==> src/hdl/bda_pkg.sv <==
package bda_pkg;

    localparam logic [1:0] OP_TOTAL = 2'd0;
    localparam logic [1:0] OP_MAX   = 2'd1;
    localparam logic [1:0] OP_ALLOC = 2'd2;
    localparam logic [1:0] OP_REQ   = 2'd3;

    localparam logic [2:0] ST_GRANT   = 3'd0;
    localparam logic [2:0] ST_EXNEED  = 3'd1;
    localparam logic [2:0] ST_EXAVAIL = 3'd2;
    localparam logic [2:0] ST_UNSAFE  = 3'd3;
    localparam logic [2:0] ST_BADPROC = 3'd4;

    localparam logic [1:0] WK_CHK    = 2'd0;
    localparam logic [1:0] WK_FIT    = 2'd1;
    localparam logic [1:0] WK_ADD    = 2'd2;
    localparam logic [1:0] WK_COMMIT = 2'd3;

    typedef struct packed {
        logic       accept;
        logic       load2;
        logic       walk_run;
        logic [1:0] walk_kind;
        logic       init_work;
        logic       mark_fin;
        logic       next_proc;
        logic       new_pass;
        logic       seq_start;
        logic       clear_req;
        logic       emit_seq;
        logic       emit_stat;
        logic [2:0] code;
        logic       clear_step;
    } t_cmd;

    typedef struct packed {
        logic item_op2;
        logic item_eval;
        logic item_bad;
        logic walk_done;
        logic ex_need;
        logic ex_avail;
        logic fits;
        logic fin_cur;
        logic last_proc;
        logic progress;
        logic all_done;
        logic clear_done;
        logic out_free;
        logic emit_last;
    } t_stat;

endpackage

==> src/hdl/bda_ctrl.sv <==
module bda_ctrl (
    input  logic          i_clk,
    input  logic          i_rst_n,
    input  logic          i_in_valid,
    output logic          o_in_stall,
    output bda_pkg::t_cmd o_cmd,
    input  bda_pkg::t_stat i_st
);
    import bda_pkg::*;

    localparam logic [3:0] S_CLEAR  = 4'd0;
    localparam logic [3:0] S_IDLE   = 4'd1;
    localparam logic [3:0] S_LOAD2  = 4'd2;
    localparam logic [3:0] S_CHK    = 4'd3;
    localparam logic [3:0] S_INIT   = 4'd4;
    localparam logic [3:0] S_PROC   = 4'd5;
    localparam logic [3:0] S_FIT    = 4'd6;
    localparam logic [3:0] S_ADD    = 4'd7;
    localparam logic [3:0] S_NEXT   = 4'd8;
    localparam logic [3:0] S_COMMIT = 4'd9;
    localparam logic [3:0] S_SEQ    = 4'd10;
    localparam logic [3:0] S_STAT   = 4'd11;

    logic [3:0] r_state, n_state;
    logic [2:0] r_code, n_code;

    assign o_in_stall = (r_state != S_IDLE);

    always_comb begin
        o_cmd   = '0;
        n_state = r_state;
        n_code  = r_code;
        o_cmd.code = r_code;
        unique case (r_state)
            S_CLEAR: begin
                o_cmd.clear_step = 1'b1;
                if (i_st.clear_done) n_state = S_IDLE;
            end
            S_IDLE: begin
                if (i_in_valid) begin
                    o_cmd.accept = 1'b1;
                    if (i_st.item_op2) begin
                        n_state = S_LOAD2;
                    end else if (i_st.item_eval) begin
                        if (i_st.item_bad) begin
                            n_code  = ST_BADPROC;
                            n_state = S_STAT;
                        end else begin
                            n_state = S_CHK;
                        end
                    end
                end
            end
            S_LOAD2: begin
                o_cmd.load2 = 1'b1;
                n_state = S_IDLE;
            end
            S_CHK: begin
                o_cmd.walk_run  = 1'b1;
                o_cmd.walk_kind = WK_CHK;
                if (i_st.walk_done) begin
                    if (i_st.ex_need) begin
                        n_code  = ST_EXNEED;
                        n_state = S_STAT;
                    end else if (i_st.ex_avail) begin
                        n_code  = ST_EXAVAIL;
                        n_state = S_STAT;
                    end else begin
                        n_state = S_INIT;
                    end
                end
            end
            S_INIT: begin
                o_cmd.init_work = 1'b1;
                n_state = S_PROC;
            end
            S_PROC: begin
                n_state = i_st.fin_cur ? S_NEXT : S_FIT;
            end
            S_FIT: begin
                o_cmd.walk_run  = 1'b1;
                o_cmd.walk_kind = WK_FIT;
                if (i_st.walk_done) n_state = i_st.fits ? S_ADD : S_NEXT;
            end
            S_ADD: begin
                o_cmd.walk_run  = 1'b1;
                o_cmd.walk_kind = WK_ADD;
                if (i_st.walk_done) begin
                    o_cmd.mark_fin = 1'b1;
                    n_state = S_NEXT;
                end
            end
            S_NEXT: begin
                if (!i_st.last_proc) begin
                    o_cmd.next_proc = 1'b1;
                    n_state = S_PROC;
                end else if (i_st.progress && !i_st.all_done) begin
                    o_cmd.new_pass = 1'b1;
                    n_state = S_PROC;
                end else if (i_st.all_done) begin
                    n_state = S_COMMIT;
                end else begin
                    n_code  = ST_UNSAFE;
                    n_state = S_STAT;
                end
            end
            S_COMMIT: begin
                o_cmd.walk_run  = 1'b1;
                o_cmd.walk_kind = WK_COMMIT;
                if (i_st.walk_done) begin
                    o_cmd.seq_start = 1'b1;
                    o_cmd.clear_req = 1'b1;
                    n_state = S_SEQ;
                end
            end
            S_SEQ: begin
                if (i_st.out_free) begin
                    o_cmd.emit_seq = 1'b1;
                    if (i_st.emit_last) n_state = S_IDLE;
                end
            end
            S_STAT: begin
                if (i_st.out_free) begin
                    o_cmd.emit_stat = 1'b1;
                    o_cmd.clear_req = 1'b1;
                    n_state = S_IDLE;
                end
            end
            default: begin
                n_state = S_IDLE;
            end
        endcase
    end

    always_ff @(posedge i_clk) begin
        if (!i_rst_n) begin
            r_state <= S_CLEAR;
            r_code  <= ST_GRANT;
        end else begin
            r_state <= n_state;
            r_code  <= n_code;
        end
    end

endmodule

==> config.mk <==
export PLATFORM = sky130hd
export DESIGN_NAME = bda_ctrl
export DESIGN_NICKNAME = d
export VERILOG_FILES = /design/src/hdl/bda_pkg.sv /design/src/hdl/bda_ctrl.sv
export SDC_FILE = /design/constraint.sdc
export NUM_CORES = 1
export LEC_CHECK = 0
export ABC_AREA = 0
export BUFFER_PORTS_ARGS = -buffer_cell sky130_fd_sc_hd__buf_2
export CORE_MARGIN = 4
export CORE_UTILIZATION = 35
export CTS_BUF_LIST = sky130_fd_sc_hd__clkbuf_8
export DETAILED_ROUTE_END_ITERATION = 10
export REMOVE_ABC_BUFFERS = 1
export SYNTH_ARGS = -nofsm -noshare
export SYNTH_HDL_FRONTEND = slang
export SYNTH_SLANG_ARGS = --single-unit
export TNS_END_PERCENT = 50
==> constraint.sdc <==
create_clock -name i_clk -period 2.08 [get_ports i_clk]
set_input_delay 0.104 -clock i_clk [delete_from_list [all_inputs] [get_ports i_clk]]
set_output_delay 0.104 -clock i_clk [all_outputs]
set_load 0.005 [all_outputs]
## Yosys cells after proc, flatten, opt, wreduce, memory -nomap -nowiden

Index checks and enable logic that the tools add are counted.
W data, S select, Z words.

- Output and inout bits: 18
- Logic and storage cells: 86
- Bits of input ports: 17
- Bits in registers: 7

- Equal/unequal tests: 29
- Muxes and demuxes: 49
- Reductions and logical operators: 6

Operators by type and width:

| operator | count |
|---|---|
| $mux W4 | 18 |
| $pmux W4 S11 | 1 |
| $mux W3 | 10 |
| $ne A2 B2 Y1 const B | 15 |
| $reduce_and A10 Y1 | 2 |
| $eq A4 B3 Y1 const B | 4 |
| $eq A4 B4 Y1 const B | 4 |
| $mux W1 | 14 |
| $pmux W3 S4 | 1 |
| $pmux W3 S3 | 1 |
| $eq A4 B2 Y1 const B | 2 |
| $mux W2 | 3 |
| $ne A3 B3 Y1 const B | 2 |
| $eq A4 B1 Y1 const B | 1 |
| $logic_not A4 Y1 | 1 |
| $ne A4 B1 Y1 const B | 1 |
| $reduce_bool A3 Y1 | 1 |
| $pmux W1 S2 | 1 |
| $logic_and A1 B1 Y1 | 1 |
| $logic_not A1 Y1 | 1 |

## Longest topological paths before layout

Gate-level depths: netlist of the first run.

- Word-level depth: 5
- Gate-level depth with buffers: 7
- Gate-level depth less buffers: 5

## Least setup slack after synthesis of the first run

No wires, ideal clock.

- Path type: reg-to-reg
- Start: register r_state[2]
- End: register r_state[0]
- Path slack: 0.433 ns
- Path buffers: 1
- Setup time: 0.116 ns
- Clock period less this slack: 1.647 ns
- Stages on the path, launching flop included: 7
- Data required time: 1.964 ns
- Arrival: 1.531 ns
- Cell sequence: dfxtp_1 buf_2 nand4bb_1 a21oi_1 a2111oi_4 o221ai_2 o211a_1

- Word-level cells in the longest chain between the ends: 3
- Elaborated cells on any way between the ends: 23
- Classes of those cells: eq/ne: 20; mux: 1; reduce/logical: 2

RTL lines:

| what | line | RTL |
|---|---|---|
| start: declaration | bda_ctrl.sv:24 | `logic [3:0] r_state, n_state;` |
| start signal: assignment | bda_ctrl.sv:140 | `r_state <= n_state;` |
| $eq A4 B1 Y1, or another cell as far along | bda_ctrl.sv:34 | `unique case (r_state)` |
| $ne A3 B3 Y1 (no line) or $ne A2 B2 Y1 (tied branches) | n/a |  |
| $reduce_and A10 Y1 (no line) | n/a |  |

Several ways; a longest one is shown, not always the timed one.
A chain may end at the register's enable or synchronous reset.

## Final worst setup path of the first run

- Start: register r_state[3]
- End: register r_code[1]

- Word-level cells in the longest chain between the ends: 3
- Elaborated cells on any way between the ends: 15
- Classes of those cells: eq/ne: 12; mux: 1; reduce/logical: 2

RTL lines:

| what | line | RTL |
|---|---|---|
| $eq A4 B2 Y1, or another cell as far along | bda_ctrl.sv:34 |  |
| $ne A3 B3 Y1 (no line), or another cell as far along | n/a |  |
| $reduce_and A10 Y1 (no line) | n/a |  |
| end signal: assignment | bda_ctrl.sv:141 | `r_code <= n_code;` |
| end: declaration | bda_ctrl.sv:25 | `logic [2:0] r_code, n_code;` |

Several ways; a longest one is shown, not always the timed one.

==> results of run 1 <==
-- flip-flops by register name (all words and copies together), names as in the netlist --
signal,flops
r_state,4
r_code,3
-- metrics by stage --
step | cell area (um^2) | cells | setup slack [ns]
floorplan | 724 | 98 | 0.212
global placement | 981 | 166 | 0.140
detailed placement | 981 | 166 | 0.135
CTS | 1030 | 170 | 0.132
global route | 1030 | 171 | 0.0397
finish | 1030 | 171 | 0.161
-- cells in the final DEF (no fill, tap or decap), types with 3 or more instances in the layout --
cell type,count
or3_1,3
o21ai_0,9
a21oi_1,7
nor2_1,11
buf_4,8
dfxtp_1,7
nand2b_1,3
nor3_1,3
nor2b_1,4
clkbuf_8,3
nand3b_1,6
nand2_1,8
inv_1,5
buf_2,34
-- layer usage --
layer,global-route usage,up-vias,share of wire
met5,0,-,0
met2,0.274,33,0.48
li1,-,465,-
met1,0.246,442,0.46
met4,0.0373,0,0
met3,0.0272,0,0.066
-- worst max-delay path by stage --
stage,start,to,slack [ns],depth (start not counted)
3_5_place_dp,r_state[2],r_state[0],0.13,5
5_1_grt,r_state[3],r_code[1],0.04,5
3_3_place_gp,r_state[3],r_state[2],0.14,5
2_1_floorplan,r_state[0],r_state[0],0.21,5
6_report,r_state[3],r_code[1],0.16,5
4_1_cts,r_state[2],r_state[2],0.13,5
-- cell families (layout without fill, tap and decap cells) --
family | Yosys count | count (layout) | synth area share
AOI/OAI and AO/OA | 33 | 33 | 0.316
buffers and inverters | 13 | 51 | 0.0814
DFF | 7 | 7 | 0.182
muxes | 1 | 1 | 0.0130
and+or+nand+nor | 52 | 52 | 0.407
-- final cells by class --
cell class              count  area [um^2]  area share
repair buffers             42          230       0.223
flip-flops and latches      7          140       0.136
clock buffers               3         41.3      0.0400
well taps                  27         33.8      0.0327
clock inverters             1         3.75     0.00363
multi-input cells          86          566       0.547
inverters                   5         18.8      0.0182
-- worst max-delay path, cell delays in order (launching register included) --
cell      delay, ns
dfxtp_1        0.60
inv_2          0.10
nor4_1         0.35
o211ai_1       0.23
or3_1          0.39
o211a_1        0.13
-- report_power, final --
group	switching, mW	internal, mW
combinational	0.401	0.387
clock	0.0590	0.128
sequential	0.0926	0.187
total	0.553	0.701
==> flow_summary.toml, run 1 <==
[setup_path]
crit_path_end_kind = "flip-flop"
worst_setup_path_start_kind = "flip-flop"
arrival_ns = 2.03
rr_startpoint = "r_state[3]"
worstPathRequired_ns = 2.19
path_max_fanout = 15
r2r-end = "r_code[1]"
worstRegToRegCells = 5
crit_type = "reg2reg"
r2r_slack_ns = 0.16

[die]
dieWidth_um = 54.9
rows = 16
core-area_um2 = 2020
initial_core_util = 0.380
die_area_um2 = 3010
die_h_um = 54.9
ios = 35

[logic_synthesis]
synth_flop_cell = "dfxtp_1"
ys_warn_count = 0
seq_area_frac_synth = 0.182
synth_top_area_frac = 0.182
syn_area_um2 = 768
synth_area_leaders = "dfxtp_1 (18%), o21ai_0 (5.9%), nand3b_1 (5.9%)"
ys_ff_latch = 7
synth_common_cells = "nor2_1 (11), o21ai_0 (9), nand2_1 (8)"
synthMostInstantiatedCell = "nor2_1"
synth_area_per_cell_um2 = 7.25
ys_types = 41
postSynthCellCount = 106
yosys.area.top_type = "dfxtp_1"
synthArstFlopShare = 0
synth_edf_count = 0

[sta]
max_freq_mhz = 521
tns_ns = 0
slew_headroom = 0.661
drv_slew = 0
finalHoldViolations = 0
worst_pin_slew_ns = 0.507
post-route-period-util = 0.923
fin_skew_ns = 0.00362
grt_setup_unrepaired = "false"
min_period_ns = 1.92
finalSetupViolations = 0
fin_hold_ws_ns = 0.170

[global_route]
grt_start_max_net_pins = 16
grt.overflow.total = 0
first_global_vias = 849
antenna_found_initial = 0
globalRouteTotalUtil = 0.174
grt_pass1_wl_um = 3810

[worst_hold_path]
hold_path_end = "r_code[1]"
hold_depth = 2
min_from = "i_rst_n"
min_path_type = "in2reg"

[cells_and_area]
drive_gt1_frac = 0.347
final_util = 0.511
antenna_cells = 0
area.growth.synth_to_final_pct = 34.5
n_fill_cell = 215
nets = 162

[place]
port_buffers = 34
dp.final_hpwl_um = 1970
place.gp.congestion = 0.788

[cts]
cts_tree = "built"
cts.clk_slew.worst_paths_ns = 0.04
htreeDepth = 1
clock_path_buffers = 2
clk_latency_ns = 0.22
cts_made_buffers = 3
post_cts_buffers = 0
hold_buffers = 0
post_cts_resize_count = 0
root_buffer = "clkbuf_8"
cts_num_sinks = 7

[detailed_routing]
drc = 0
drt-initial-drc-count = 23
antenna_left = 0
via_per_inst = 5.50
num_vias = 940
firstDrtPassIters = 4
wirelength_um = 2410
wl_per_cell_um = 14.1

[power]
p_leak_nw = 0.469
p_total_mw = 1.25
ir_drop_mv = 0.563
power.density_nw_per_um2 = 1210

[flow_run]
max-cap-violations = 0

[status]
outcome = "complete, no violations"
Note: power is estimated with default switching activity, not from simulation.
==> inputs of run 2 (changes only) <==
Settings changed: RECOVER_POWER from default to 100, SKIP_LAST_GASP from default to 1.
==> run 2 against run 1 <==
Clock skew is essentially flat. Global-route usage is the same. Power shrank 2.4%. Routed wire length shrank 0.25%. Sequential share of layout area grew 0.34 points. Final cell count is the same. Die area is the same. Clock-buffer cell count is the same. Design area shrank 2.4%. Register-to-register slack lost 0.02 ns. Largest power group unchanged.
==> flow_summary.toml, run 2 (synthesis results as in run 1) <==
[flow_run]
max-cap-violations = 0

[place]
place.gp.congestion = 0.788
placedCellCount = 166
dp.final_hpwl_um = 1970
port_buffers = 34

[detailed_routing]
firstDrtPassIters = 4
wirelength_um = 2400
num_vias = 932
drt-initial-drc-count = 20
via_per_inst = 5.45
drc = 0
wl_per_cell_um = 14.0
antenna_left = 0

[setup_path]
r2r_slack_ns = 0.15
crit_type = "reg2reg"
endpoint = "r_code[1]"
rr_startpoint = "r_state[1]"
arrival_ns = 2.05
path_max_fanout = 12
r2r-end = "r_code[1]"
crit_start = "r_state[1]"
worstPathRequired_ns = 2.19
worst_setup_path_start_kind = "flip-flop"
worstRegToRegCells = 6
crit_path_end_kind = "flip-flop"

[cts]
post_cts_resize_count = 0
htreeDepth = 1
clk_latency_ns = 0.22
cts_made_buffers = 3
clock_path_buffers = 2
cts.clk_slew.worst_paths_ns = 0.04
cts_num_sinks = 7
cts_tree = "built"
root_buffer = "clkbuf_8"

[sta]
post-route-period-util = 0.930
finalHoldViolations = 0
min_period_ns = 1.93
tns_ns = 0
drv_slew = 0
slew_headroom = 0.661
fin_skew_ns = 0.00411
finalSetupViolations = 0
grt_setup_unrepaired = "false"
fin_hold_ws_ns = 0.168
max_freq_mhz = 517
worst_pin_slew_ns = 0.507

[power]
ir_drop_mv = 0.567
power.density_nw_per_um2 = 1210
swShare = 0.453
clkPwrFrac = 0.153
p_comb_frac = 0.618
p_leak_nw = 0.418
power_frac_seq = 0.229
switching_power_mw = 0.554
p_int_mw = 0.669

[global_route]
grt_start_max_net_pins = 16
globalRouteTotalUtil = 0.174
grt.overflow.total = 0
grt_pass1_wl_um = 3810
antenna_found_initial = 0
first_global_vias = 849

[cells_and_area]
nets = 162
reg.largest.list = "r_state x4, r_code x3"
final_common_cell = "buf_2"
final_cell_mix = "buf_2 (24), clkbuf_1 (12), nor2_1 (11)"
drive_gt1_frac = 0.264
antenna_cells = 0
largest_reg_flops = 4
n_fill_cell = 226
stdcell_count = 171
largest_register = "r_state"
area.growth.synth_to_final_pct = 31.3

[die]
initial_core_util = 0.380
die_h_um = 54.9
die_area_um2 = 3010
dieWidth_um = 54.9
core-area_um2 = 2020
ios = 35
rows = 16

[status]
outcome = "complete, no violations"

[worst_hold_path]
min_path_type = "in2reg"
-- run 2: cell types whose count changed in the layout (fill, tap and decap cells not counted) --
cell,delta
and2_0,+1
buf_4,-4
buf_2,-10
clkbuf_2,+2
clkbuf_1,+12
and2_1,-1
-- run 2: worst max-delay path, stage by stage, from the launching register on --
cell and delay [ns]:
dfxtp_1 0.51, clkbuf_2 0.30, nor4b_1 0.09, buf_4 0.16
a22o_1 0.25, or3_1 0.38, o211a_1 0.13
-- run 2: area by class of cell --
class | count | area [um^2] | share of cell area
flip-flops and latches | 7 | 140 | 0.139
multi-input cells | 86 | 566 | 0.561
repair buffers | 42 | 205 | 0.203
well taps | 27 | 33.8 | 0.0335
clock inverters | 1 | 3.75 | 0.00372
inverters | 5 | 18.8 | 0.0186
clock buffers | 3 | 41.3 | 0.0409
-- run 2: worst min path at each step --
| stage | start | endpoint | slack (ns) | depth (start not counted) |
|---|---|---|---|---|
| floorplan | i_rst_n | r_state[1] | 0.23 | 2 |
| global placement | i_rst_n | r_code[1] | 0.39 | 2 |
| detailed placement | i_rst_n | r_code[1] | 0.40 | 2 |
| CTS | i_rst_n | r_code[1] | 0.17 | 2 |
| global route | i_rst_n | r_code[1] | 0.17 | 2 |
| finish | i_rst_n | r_code[1] | 0.17 | 2 |
-- run 2: layer usage --
metal / vias to the layer above / part of all wire / global-route usage
met4: 0 / 0 / 0.0373
met2: 25 / 0.48 / 0.274
met5: - / 0 / 0
met3: 0 / 0.056 / 0.0272
li1: 466 / - / -
met1: 441 / 0.46 / 0.246
-- run 2: through the flow --
| stage | utilization | power (mW) | area [um^2] | worst slack (ns) |
|---|---|---|---|---|
| 2_1_floorplan | - | 0.754 | 724 | 0.212 |
| 3_3_place_gp | 0.485 | 1.03 | 981 | 0.140 |
| 3_5_place_dp | 0.485 | 1.04 | 981 | 0.135 |
| 4_1_cts | 0.507 | 1.23 | 1030 | 0.132 |
| 5_1_grt | 0.499 | 1.33 | 1010 | 0.0244 |
| 6_report | 0.499 | 1.22 | 1010 | 0.146 |
-- run 2: power by group through the flow --
stage / Clock, mW / Combinational (mW) / Sequential [mW]
finish: 0.187 / 0.756 / 0.280
global placement: 0 / 0.753 / 0.280
detailed placement: 0 / 0.759 / 0.280
CTS: 0.190 / 0.762 / 0.278
floorplan: 0 / 0.447 / 0.307
global route: 0.200 / 0.837 / 0.293
-- run 2: timing repair --
action / in CTS / in global routing
hold buffers: 0 / 0
setup endpoints to repair: 0 / 3
setup buffers: 0 / 1
==> inputs of run 3 (changes only) <==
Clock period 2.08 ns to 2.4 ns, I/O delays scaled along.
==> run 3 against run 2 <==
First-iteration DRC count stayed put. Clock skew is 0.00063 ns higher. Global-route usage is 0.51 points lower. Critical path depth unchanged. Die area unchanged. Flip-flop and latch count stayed put. Via count increased by 0.11%. Combinational power shrank 17%.
==> flow_summary.toml, run 3 (synthesis results as in run 1) <==
[cells_and_area]
drive_gt1_frac = 0.243
final_common_cell = "buf_2"
largest_reg_flops = 4
largest_register = "r_state"
nets = 158
final_util = 0.484
final_cell_mix = "buf_2 (24), nor2_1 (11), clkbuf_1 (11)"
reg.largest.list = "r_state x4, r_code x3"
antenna_cells = 0
area.growth.synth_to_final_pct = 27.4

[global_route]
use_met2 = 0.266
globalRouteTotalUtil = 0.169
use_met1 = 0.223
grt_pass1_wl_um = 3630
grt.overflow.total = 0
grt.met3_usage = 0.0354
antenna_found_initial = 0
grt_start_max_net_pins = 17
first_global_vias = 789
top_usage_layer = "met2"

[cts]
post_cts_resize_count = 0
hold_buffers = 0
root_buffer = "clkbuf_8"
cts.clk_slew.worst_paths_ns = 0.04
cts_tree = "built"
cts_num_sinks = 7
clock_path_buffers = 2
clk_latency_ns = 0.23
cts_made_buffers = 3
post_cts_buffers = 0
htreeDepth = 1

[sta]
grt_setup_unrepaired = "false"
finalHoldViolations = 0
tns_ns = 0
post-route-period-util = 0.875
max_freq_mhz = 476
slew_headroom = 0.370
fin_hold_ws_ns = 0.176
fin_skew_ns = 0.00475
drv_slew = 0
min_period_ns = 2.10
worst_pin_slew_ns = 0.932
finalSetupViolations = 0
setup_ws_ns = 0.299

[worst_hold_path]
min_path_type = "in2reg"

[power]
ir_drop_mv = 0.557
power.density_nw_per_um2 = 1050
p_leak_nw = 0.399

[die]
die_h_um = 54.9
die_area_um2 = 3010
core-area_um2 = 2020
ios = 35
initial_core_util = 0.380
rows = 16
dieWidth_um = 54.9

[status]
outcome = "complete, no violations"

[detailed_routing]
antenna_left = 0
drt-initial-drc-count = 20
wl_per_cell_um = 14.0
wirelength_um = 2340
via_per_inst = 5.59
num_vias = 933
drc = 0
firstDrtPassIters = 4

[setup_path]
worst_setup_path_start_kind = "flip-flop"
crit_type = "reg2reg"
path_max_fanout = 12
crit_path_end_kind = "flip-flop"
worstPathRequired_ns = 2.52
arrival_ns = 2.22

[place]
pre_cts_ws_ns = 0.492
place.gp.congestion = 0.825
dp.final_hpwl_um = 1800
port_buffers = 34

[flow_run]
max-cap-violations = 0
-- run 3: cell types whose count changed in the layout (fill, tap and decap cells not counted) --
cell | previous run | this run
clkbuf_1 | 12 | 11
nor4b_1 | 2 | 3
clkbuf_2 | 2 | 1
buf_4 | 4 | 2
nor4b_2 | 1 | 0
-- run 3: path summary, 6_finish.rpt --
kind              startpoint          to  slack (ns)  cells past startpoint
setup / recovery  r_state[1]  r_state[0]        0.30                      6
hold / removal       i_rst_n   r_code[1]        0.18                      2
setup reg to reg  r_state[1]  r_state[0]        0.30                      6
hold reg to reg    r_code[2]   r_code[2]        0.47                      2
-- run 3: layer usage --
| layer | up-vias | part of all wire |
|---|---|---|
| met3 | 2 | 0.084 |
| li1 | 464 | - |
| met2 | 43 | 0.48 |
| met5 | - | 0 |
| met1 | 424 | 0.43 |
| met4 | 0 | 0.0068 |
-- run 3: cell type report --
type	instances	area [um^2]
repair buffers	38	181
well taps	27	33.8
inverters	5	18.8
flip-flops and latches	7	140
multi-input cells	86	559
clock buffers	3	41.3
fillers	226	1040
clock inverters	1	3.75
-- run 3: critical path, cell delays in order (launching register included) --
cell and delay, ns:
dfxtp_1 0.50, clkbuf_1 0.43, nor4_1 0.14, nor2b_1 0.18
a2111oi_4 0.41, o221ai_2 0.17, o211a_1 0.16
-- run 3: metrics by stage --
| step | std cells | power [mW] | cell area (um^2) |
|---|---|---|---|
| floorplan | 98 | 0.654 | 724 |
| global placement | 163 | 0.875 | 958 |
| detailed placement | 163 | 0.877 | 958 |
| CTS | 167 | 1.05 | 1000 |
| global route | 167 | 1.12 | 978 |
| finish | 167 | 1.03 | 978 |
-- run 3: report_power, final --
| group | switching [mW] | internal (mW) | leakage (nW) |
|---|---|---|---|
| Clock | 0.0550 | 0.111 | 0.0269 |
| Combinational | 0.344 | 0.280 | 0.315 |
| Sequential | 0.0736 | 0.162 | 0.0576 |
